## src/hdl/tsm_pkg.sv

```systemverilog
// ----------------------------------------------------------------------------
// tsm_pkg
// Shared constants, types and codes for the trigger suffix matcher.
// ----------------------------------------------------------------------------
package tsm_pkg;

  localparam int Entries   = 16;
  localparam int HistLen   = 3;
  localparam int CharBits  = 16;
  localparam int TrigMax   = 3;
  localparam int EntryBits = 4;
  localparam int LenBits   = 2;
  localparam int CountBits = $clog2(HistLen + 1);

  typedef logic [CharBits-1:0] char_t;

  typedef enum logic [1:0] {
    OP_CHAR  = 2'd0,
    OP_LOAD  = 2'd1,
    OP_CLEAR = 2'd2
  } op_e;

  // Control from the top level to the history.
  typedef struct packed {
    logic  push;
    logic  clear;
    char_t ch;
  } hist_ctrl_t;

  // History as it looks after the pending character is appended.
  // Element 0 is the newest character.
  typedef struct packed {
    char_t [HistLen-1:0]  chars;
    logic [CountBits-1:0] count;
  } hist_view_t;

  // Table write request.
  typedef struct packed {
    logic                 we;
    logic [EntryBits-1:0] index;
    logic [LenBits-1:0]   len;
    char_t [TrigMax-1:0]  chars;
  } tbl_wr_t;

endpackage

```

## src/hdl/tsm_history.sv

```systemverilog
// ----------------------------------------------------------------------------
// tsm_history
// Holds the most recent typed characters and their count.
// ----------------------------------------------------------------------------
module tsm_history (
  input  logic                clk_i,
  input  logic                rst_ni,
  input  tsm_pkg::hist_ctrl_t ctrl_i,
  output tsm_pkg::hist_view_t view_o
);

  tsm_pkg::char_t [tsm_pkg::HistLen-1:0] hist_q, hist_d;
  logic [tsm_pkg::CountBits-1:0]         count_q, count_d;

  always_comb begin
    hist_d[0] = ctrl_i.ch;
    for (int i = 1; i < tsm_pkg::HistLen; i++) begin
      hist_d[i] = hist_q[i-1];
    end
    if (count_q == tsm_pkg::CountBits'(tsm_pkg::HistLen)) begin
      count_d = count_q;
    end else begin
      count_d = count_q + tsm_pkg::CountBits'(1);
    end
  end

  assign view_o.chars = hist_d;
  assign view_o.count = count_d;

  always_ff @(posedge clk_i or negedge rst_ni) begin
    if (!rst_ni) begin
      count_q <= '0;
    end else if (ctrl_i.clear) begin
      count_q <= '0;
    end else if (ctrl_i.push) begin
      count_q <= count_d;
    end
  end

  // Slots beyond the count are compared, but their hits are ignored, so they need no clearing.
  always_ff @(posedge clk_i) begin
    if (ctrl_i.push) begin
      hist_q <= hist_d;
    end
  end

endmodule

```

## src/hdl/tsm_table.sv

```systemverilog
// ----------------------------------------------------------------------------
// tsm_table
// Trigger table storage with one parallel comparator per entry and length.
// ----------------------------------------------------------------------------
module tsm_table (
  input  logic                clk_i,
  input  logic                rst_ni,
  input  tsm_pkg::tbl_wr_t    wr_i,
  input  tsm_pkg::hist_view_t view_i,
  output logic [tsm_pkg::TrigMax-1:0][tsm_pkg::Entries-1:0] hit_o
);

  logic [tsm_pkg::LenBits-1:0]          len_q   [tsm_pkg::Entries];
  tsm_pkg::char_t [tsm_pkg::TrigMax-1:0] chars_q [tsm_pkg::Entries];

  always_ff @(posedge clk_i or negedge rst_ni) begin
    if (!rst_ni) begin
      for (int e = 0; e < tsm_pkg::Entries; e++) begin
        len_q[e] <= '0;
      end
    end else if (wr_i.we) begin
      len_q[wr_i.index] <= wr_i.len;
    end
  end

  // A zero length marks an entry invalid, so the characters need no reset.
  always_ff @(posedge clk_i) begin
    if (wr_i.we) begin
      chars_q[wr_i.index] <= wr_i.chars;
    end
  end

  // Trigger character k (oldest first) of a length l+1 trigger lines up with
  // history slot l-k, where slot zero holds the newest character.
  always_comb begin
    for (int l = 0; l < tsm_pkg::TrigMax; l++) begin
      for (int e = 0; e < tsm_pkg::Entries; e++) begin
        hit_o[l][e] = (len_q[e] == tsm_pkg::LenBits'(l + 1));
        for (int k = 0; k <= l; k++) begin
          if (chars_q[e][k] != view_i.chars[l-k]) begin
            hit_o[l][e] = 1'b0;
          end
        end
      end
    end
  end

endmodule

```

## src/hdl/text_macro_suffix_matcher.sv

```systemverilog
// ----------------------------------------------------------------------------
// text_macro_suffix_matcher
// Appends typed characters to a short history and reports the longest
// history suffix found in a loadable trigger table.
// ----------------------------------------------------------------------------
//
//   Channel   Direction   Handshake               Payload
//   input     in          in_valid_i/in_stall_o   op, ch, entry_index, trigger_*
//   output    out         out_valid_o/out_stall_i matched, match_entry, erase_count
//
// Each item yields one result via the input and result registers; one item
// is taken per cycle unless the output stalls. The input-to-result path is
// the 16-entry, three-length compare followed by the priority select.
// Reset empties the history and invalidates all table entries.
// A stall on the output holds the result register and backs up into the
// input register; the input side keeps accepting while the output can drain.
module text_macro_suffix_matcher (
  input  logic                          clk_i,
  input  logic                          rst_ni,
  input  logic                          in_valid_i,
  output logic                          in_stall_o,
  input  logic [1:0]                    op_i,
  input  logic [15:0]                   ch_i,
  input  logic [3:0]                    entry_index_i,
  input  logic [1:0]                    trigger_len_i,
  input  logic [15:0]                   trigger_first_i,
  input  logic [15:0]                   trigger_second_i,
  input  logic [15:0]                   trigger_third_i,
  output logic                          out_valid_o,
  input  logic                          out_stall_i,
  output logic                          matched_o,
  output logic [tsm_pkg::EntryBits-1:0] match_entry_o,
  output logic [1:0]                    erase_count_o
);

  logic                          in_valid_q;
  logic [1:0]                    op_q;
  tsm_pkg::char_t                ch_q;
  logic [3:0]                    index_q;
  logic [tsm_pkg::LenBits-1:0]   tlen_q;
  tsm_pkg::char_t [tsm_pkg::TrigMax-1:0] tchars_q;

  logic                          out_valid_q;
  logic                          matched_q, matched_d;
  logic [tsm_pkg::EntryBits-1:0] entry_q, entry_d;
  logic [1:0]                    erase_q, erase_d;

  logic out_ready;
  logic fire;
  logic in_take;
  logic is_char;
  logic is_load;
  logic is_clear;

  tsm_pkg::hist_ctrl_t hist_ctrl;
  tsm_pkg::hist_view_t hist_view;
  tsm_pkg::tbl_wr_t    tbl_wr;
  logic [tsm_pkg::TrigMax-1:0][tsm_pkg::Entries-1:0] hit;

  assign out_ready  = !out_valid_q || !out_stall_i;
  assign fire       = in_valid_q && out_ready;
  assign in_stall_o = in_valid_q && !out_ready;
  assign in_take    = in_valid_i && !in_stall_o;

  // Input register.
  always_ff @(posedge clk_i or negedge rst_ni) begin
    if (!rst_ni) begin
      in_valid_q <= 1'b0;
    end else if (in_take) begin
      in_valid_q <= 1'b1;
    end else if (fire) begin
      in_valid_q <= 1'b0;
    end
  end

  always_ff @(posedge clk_i) begin
    if (in_take) begin
      op_q        <= op_i;
      ch_q        <= ch_i[tsm_pkg::CharBits-1:0];
      index_q     <= entry_index_i;
      tlen_q      <= trigger_len_i;
      tchars_q[0] <= trigger_first_i[tsm_pkg::CharBits-1:0];
      tchars_q[1] <= trigger_second_i[tsm_pkg::CharBits-1:0];
      tchars_q[2] <= trigger_third_i[tsm_pkg::CharBits-1:0];
    end
  end

  always_comb begin
    is_char  = 1'b0;
    is_load  = 1'b0;
    is_clear = 1'b0;
    unique case (tsm_pkg::op_e'(op_q))
      tsm_pkg::OP_CHAR:  is_char  = (ch_q != '0);
      tsm_pkg::OP_LOAD:  is_load  = 1'b1;
      tsm_pkg::OP_CLEAR: is_clear = 1'b1;
      default: ;
    endcase
  end

  assign tbl_wr.we    = fire && is_load && (32'(index_q) < tsm_pkg::Entries);
  assign tbl_wr.index = tsm_pkg::EntryBits'(index_q);
  assign tbl_wr.len   = tlen_q;
  assign tbl_wr.chars = tchars_q;

  assign hist_ctrl.push  = fire && is_char;
  assign hist_ctrl.clear = fire && (is_clear || matched_d);
  assign hist_ctrl.ch    = ch_q;

  tsm_history u_history (
    .clk_i  (clk_i),
    .rst_ni (rst_ni),
    .ctrl_i (hist_ctrl),
    .view_o (hist_view)
  );

  tsm_table u_table (
    .clk_i  (clk_i),
    .rst_ni (rst_ni),
    .wr_i   (tbl_wr),
    .view_i (hist_view),
    .hit_o  (hit)
  );

  // Longer suffixes are visited later and override shorter ones; within a
  // length the entries are visited from the top so the lowest index wins.
  always_comb begin
    matched_d = 1'b0;
    entry_d   = '0;
    erase_d   = '0;
    if (is_char) begin
      for (int l = 0; l < tsm_pkg::TrigMax; l++) begin
        if (l < int'(hist_view.count)) begin
          for (int e = tsm_pkg::Entries - 1; e >= 0; e--) begin
            if (hit[l][e]) begin
              matched_d = 1'b1;
              entry_d   = tsm_pkg::EntryBits'(e);
              erase_d   = 2'(l);
            end
          end
        end
      end
    end
  end

  // Result register.
  always_ff @(posedge clk_i or negedge rst_ni) begin
    if (!rst_ni) begin
      out_valid_q <= 1'b0;
    end else if (out_ready) begin
      out_valid_q <= fire;
    end
  end

  always_ff @(posedge clk_i) begin
    if (fire) begin
      matched_q <= matched_d;
      entry_q   <= entry_d;
      erase_q   <= erase_d;
    end
  end

  assign out_valid_o   = out_valid_q;
  assign matched_o     = matched_q;
  assign match_entry_o = entry_q;
  assign erase_count_o = erase_q;

endmodule
```

## config.mk

```make
export PLATFORM = sky130hd
export DESIGN_NAME = text_macro_suffix_matcher
export DESIGN_NICKNAME = d
export VERILOG_FILES = /design/src/hdl/tsm_pkg.sv /design/src/hdl/tsm_history.sv /design/src/hdl/tsm_table.sv /design/src/hdl/text_macro_suffix_matcher.sv
export SDC_FILE = /design/constraint.sdc
export NUM_CORES = 2
export LEC_CHECK = 0
export ABC_CLOCK_PERIOD_IN_PS = 7400
export BUFFER_PORTS_ARGS = -buffer_cell sky130_fd_sc_hd__buf_4
export CORE_MARGIN = 8
export CORE_UTILIZATION = 50
export DETAILED_ROUTE_END_ITERATION = 8
export HOLD_SLACK_MARGIN = 0.08
export PLACE_DENSITY = 0.74
export SKIP_CTS_REPAIR_TIMING = 1
export SYNTH_ARGS = -nofsm -noshare
export SYNTH_HDL_FRONTEND = slang
export SYNTH_SLANG_ARGS = --single-unit
```

## constraint.sdc

```tcl
create_clock -name clk_i -period 7.4 [get_ports clk_i]
set_clock_uncertainty 0.1 [all_clocks]
set_input_delay 1.11 -clock clk_i [delete_from_list [all_inputs] [get_ports clk_i]]
set_output_delay 1.11 -clock clk_i [all_outputs]
set_load 0.1 [all_outputs]
```

======== Word level (Yosys, flattened, before mapping) ========
Memories as Yosys holds them, arrays and structs flattened.
Index checks and enable logic that the tools add are counted.
word-level totals
  flip-flop bits (word level) ............. 147
  memories kept ........................... 1
  memory bits (writable) .................. 768
  output and inout bits ................... 9
cells by class
  eq/ne operators ......................... 147
  order comparisons ....................... 5
  add/subtract/negate cells ............... 1
  mux-type cells .......................... 246
  reduce and logical (&&, ||, !) cells .... 17
  bitwise operators ....................... 1
memories
  memory           depth  bits a word  rd ports  clocked after Yosys merged registers in  wr ports  line             text
  u_table.chars_q  16     48           16        0                                        1         tsm_table.sv:14  tsm_pkg::char_t [tsm_pkg::TrigMax-1:0] chars_q [tsm_pkg::Entries];
operator list
  operator                                            count
  inequality test 16 bit                              96
  two-way mux 4 bit                                   51
  two-way mux 1 bit                                   156
  two-way mux 2 bit                                   37
  == test 2 bit, second input constant                34
  == test 2 x 1 -> 1 bit, second input constant       17
  bitwise mux 32 bit                                  1
  nonzero test 16 bit                                 1
  demux 2 bit (select 4 bit)                          1
  logical AND 1 bit                                   7
  >= comparator 5 bit, second input constant          1
  < comparator 5 x 1 -> 1 bit, second input constant  1
  NOT 4 -> 5 bit                                      1
  zero test 1 bit                                     4
  < comparator 1 x 2 -> 1 bit, first input constant   2
  nonzero test 2 bit                                  2
  adder 2 x 1 -> 2 bit, second input constant         1
  zero test 2 bit                                     1
  logical OR 1 bit                                    2
  < comparator 2 bit, first input constant            1

======== Logic depth before layout (Yosys ltp) ========
An unclocked memory read counts as a cell.
  word-level depth ........................ 58
  gate-level depth with buffers ........... 16

======== Cells and area by module ========
From an unflattened synthesis, not the netlist that was laid out.
unflattened totals
  cell total of the unflattened synthesis .. 3454
  area, all modules ....................... 47078.9 um^2
by module, submodules not included
  module                     sequential area each (um^2)  cells each  area an instance (um^2)  times used
  tsm_table                  23862.9                      3174        42650.9                  1
  text_macro_suffix_matcher  2422.3                       223         3253.1                   1
  tsm_history                1011.0                       57          1174.9                   1

======== Worst setup path after synthesis ========
Ideal clock, no wire load.
  kind .................................... input port to flip-flop
  start point ............................. input port out_stall_i
  end point ............................... register u_table.len_q[30] (netlist bit)
  path slack .............................. 1180 ps
  arrival ................................. 6039 ps
  cell stages on the path ................. 6
  cells stage by stage .................... nand2_1 -> nand2_1 -> or3_1 -> or3_1 -> nor3_1 -> mux2_2
between the ends
  cells in the longest elaborated chain, start to end .. 4
ends and longest elaborated chain
  item                           line                              text
  start, declared                text_macro_suffix_matcher.sv:30   input logic out_stall_i,
  zero test 1 bit                text_macro_suffix_matcher.sv:60   assign out_ready = !out_valid_q || !out_stall_i;
  logical OR 1 bit               text_macro_suffix_matcher.sv:60
  logical AND 1 bit              text_macro_suffix_matcher.sv:61   assign fire = in_valid_q && out_ready;
  logical AND 1 bit              text_macro_suffix_matcher.sv:100  assign tbl_wr.we = fire && is_load && (32'(index_q) < tsm_pkg::Entries);
  end signal, assigned by index  tsm_table.sv:22                   len_q[wr_i.index] <= wr_i.len;
  end, declared                  tsm_table.sv:13                   logic [tsm_pkg::LenBits-1:0] len_q [tsm_pkg::Entries];
No other way between the ends.
A chain may end at the register's enable or synchronous reset.

======== Final worst setup path ========
  start point ............................. register ch_q[3]
  end point ............................... register entry_q, in the netlist match_entry_o[2] (data pin)
between the ends
  cells in the longest elaborated chain, start to end .. 53
  elaborated cells between the ends (all ways) .. 149
ends and longest elaborated chain
  item                             line                              text
  start, declared                  text_macro_suffix_matcher.sv:38   tsm_pkg::char_t ch_q;
  start signal, assigned           text_macro_suffix_matcher.sv:79   ch_q <= ch_i[tsm_pkg::CharBits-1:0];
  inequality test 16 bit           tsm_table.sv:40                   if (chars_q[e][k] != view_i.chars[l-k]) begin
  two-way mux 1 bit                tsm_table.sv:40
  two-way mux 4 bit (16 in a row)  text_macro_suffix_matcher.sv:134  if (hit[l][e]) begin
  two-way mux 4 bit                text_macro_suffix_matcher.sv:132  if (l < int'(hist_view.count)) begin
  two-way mux 4 bit (16 in a row)  text_macro_suffix_matcher.sv:134
  two-way mux 4 bit                text_macro_suffix_matcher.sv:132
  two-way mux 4 bit (16 in a row)  text_macro_suffix_matcher.sv:134
  two-way mux 4 bit                text_macro_suffix_matcher.sv:132
  end signal, assigned             text_macro_suffix_matcher.sv:157  entry_q <= entry_d;
  end, declared                    text_macro_suffix_matcher.sv:45   logic [tsm_pkg::EntryBits-1:0] entry_q, entry_d;
Parallel ways exist; a longest one is shown, timed or not.

==> results_dict.tcl <==
set metrics [dict create \
    status "finished, final reports clean" \
    port_buffers 84 \
    period_share 0.619 \
    syn2layout_area_growth_pct 10.6 \
    worstReg2RegEnd "match_entry_o[2]" \
    mostFrequentLayoutCell "xor2_1" \
    rrSetupSlack_ns 2.82 \
    post-route-util 0.556 \
    worstSetupEndpointType "flip-flop" \
    io_pins 85 \
    synth.net_count 3576 \
    hpwl_mm 110 \
    cts.sinks 915 \
    synth_top_area_share 0.554 \
    rows 113 \
    synth_area_um2 47600 \
    drtAntennaViolNets 0 \
    worstPathRequired_ns 7.81 \
    crit_top_cell "nor4_1" \
    clock_latency_ns 0.68 \
    cp_num_buf_inv 1 \
    cp-endpoint "match_entry_o[2]" \
    worst-setup-path-type "flip-flop to flip-flop" \
    max_slew.worst_pin.slew_ns 1.39 \
    placed_cells 4807 \
    final_cell_mix "957 x xor2_1, 879 x edfxtp_1, 471 x xnor2_1" \
    vias_per_cell 6.83 \
    yosysTopAreaCell "edfxtp_1" \
    synth-edff-count 879 \
    hp-class "flip-flop to flip-flop" \
    syn_area_per_cell_um2 13.6 \
    grt_pass1_wl_mm 256 \
    drt_pre_antenna_iters 6 \
    wl_mm 191 \
    start_util 0.503 \
    path_delay_family "simple AND/OR/NAND/NOR gates" \
    routed-via-count 34300 \
    fin_nets 3713 \
    maxSlewHeadroom 0.0738 \
    arrival_ns 4.99 \
    track_usage 0.346 \
    clockBufferDepth 3 \
    synth_area_leaders "edfxtp_1 55%, xor2_1 18%, xnor2_1 8.7%" \
    rsz0062_at_grt "false" \
    dieArea_um2 105000 \
    cp.depth 11 \
    fmax_mhz 218 \
    maxCapViolations 0 \
    layout.cells.non_filler 5026 \
    peakVddDrop_uv 256 \
    r2r-start "ch_q[3]" \
    cts_root_buffer "clkbuf_16" \
    die_h_um 325 \
    min_period_ns 4.58 \
    route.detailed.drc 0 \
    synth_cells 3500 \
    startpoint_type "flip-flop" \
    hold_violations 0 \
    synth_cell_type_count 73 \
    async_flop_share 0.0393 \
    grt_pass1_vias 32100 \
    path_clk_slew_ns 0.06 \
    cpPeakStageDelay_ns 1.10 \
    htreeDepth 3 \
    synth_seq_cells 915 \
    synth_warnings 0 \
    wl_per_cell_um 38.0 \
    finalMaxSlewViolations 0 \
    antenna_found_initial 20 \
    fillCellCount 7699 \
    drive_above_1_share 0.119 \
    setup_violations 0 \
    die_w_um 325 \
    fin_tns_setup_ns 0 \
    grt_max_degree 73 \
    slowest_stage "edfxtp_1" \
    yosysSeqAreaShare 0.573 \
    grt.overflow.total 0 \
    crit_path_start "ch_q[3]" \
    cts_made_buffers 93 \
    cp_cell_sequence "buf_4 -> xor2_1 -> nor4_1 -> nand4_1 -> nor4_1 -> or2_2 -> or3_1 -> o31ai_1 -> a221oi_1 -> o22ai_1 -> a21oi_1" \
    p_per_area_nw_per_um2 227 \
    cts_tree "built" \
    place.gp.congestion 1.02 \
    power_leakage_nw 17.7 \
    cp_max_fo 16 \
    coreArea_um2 94700 \
    reg2reg_depth 11 \
    drtIter0Drc 6291 \
    synth_top_flop_cell "edfxtp_1" \
]
[stage by stage]
step           hold slack, ns  worst slack [ns]  cell area [µm²]  total power [mW]
2_1_floorplan           0.321              1.18            47600              6.57
3_3_place_gp            0.383              3.03            49500              7.06
3_5_place_dp            0.378              2.98            49500              7.06
4_1_cts                 0.403              2.91            52600              11.9
5_1_grt                 0.428              2.64            52600              12.1
6_report                0.401              2.82            52700              11.9
[cell families after synthesis]
kind of cell / count (synthesis) / synth area share
xor gates and xnor gates: 1429 / 0.263
buffers and inverters: 256 / 0.0410
AOI/OAI and AO/OA: 157 / 0.0268
and+or+nand+nor: 712 / 0.0890
muxes: 31 / 0.00733
DFF: 915 / 0.573
[registers in the layout, summed over array words and instances (netlist names)]
register	count
u_table.chars_q	768
tbl_wr	48
u_history.view_o	32
u_table.len_q	32
ch_q	16
index_q	4
match_entry_o	4
erase_count_o	2
op_q	2
tlen_q	2
u_history.count_q	2
in_valid_q	1
matched_o	1
out_valid_o	1
[synthesized netlist by cell type (5+ instances only)]
cell and number:
nand4_1 158, xnor2_1 471, mux2_2 31, nand2_1 45, o22ai_1 17, nand3b_1 6
buf_4 61, o2bb2ai_1 8, nor3b_1 14, o21ai_0 10, or4_1 12, o2111ai_1 9
a22oi_1 7, nor3_1 34, nand3_1 37, and4_1 5, a2111oi_0 10, nor4_1 260
nand2b_1 28, or3_1 7, nor2b_1 26, a22o_1 7, o221ai_1 9, edfxtp_1 879
xor2_1 957, inv_1 67, nor2_1 49, o211ai_1 5, buf_2 41, a222oi_1 6
nand4b_1 10, buf_12 10, dfrtp_1 36, buf_6 70, a221oi_1 14, a21oi_1 15
[power by group]
part	switching [mW]	internal [mW]
Combinational	0.838	0.316
Sequential	0.106	5.77
Clock	2.12	2.79
[layout make-up]
class,count,area [µm²],area share
Clock buffer,125,2600,0.0494
Tap cell,1265,1580,0.0300
Inverter,69,259,0.00491
Clock inverter,49,510,0.00969
Multi-Input combinational cell,2329,18500,0.351
Antenna cell,45,113,0.00214
Sequential cell,915,27300,0.518
Timing Repair Buffer,229,1830,0.0348
[routing by layer]
layer,vias up,global-route usage,part of all wire
met2,3762,0.491,0.42
met3,883,0.121,0.16
met4,8,0.243,0.077
li1,13000,-,-
met5,-,0,0.00048
met1,16700,0.441,0.34
[worst min-delay path by stage]
stage	startpoint	endpoint	slack [ns]	depth (start not counted)
after floorplan	ch_q[0]	u_history.view_o[18]	0.32	0
after global placement	in_valid_q	out_valid_o	0.38	1
after detailed placement	in_valid_q	out_valid_o	0.38	1
after CTS	in_valid_q	out_valid_o	0.40	1
after global routing	in_valid_q	out_valid_o	0.43	1
final	in_valid_q	out_valid_o	0.40	1
(Power assumes the default switching activity.)
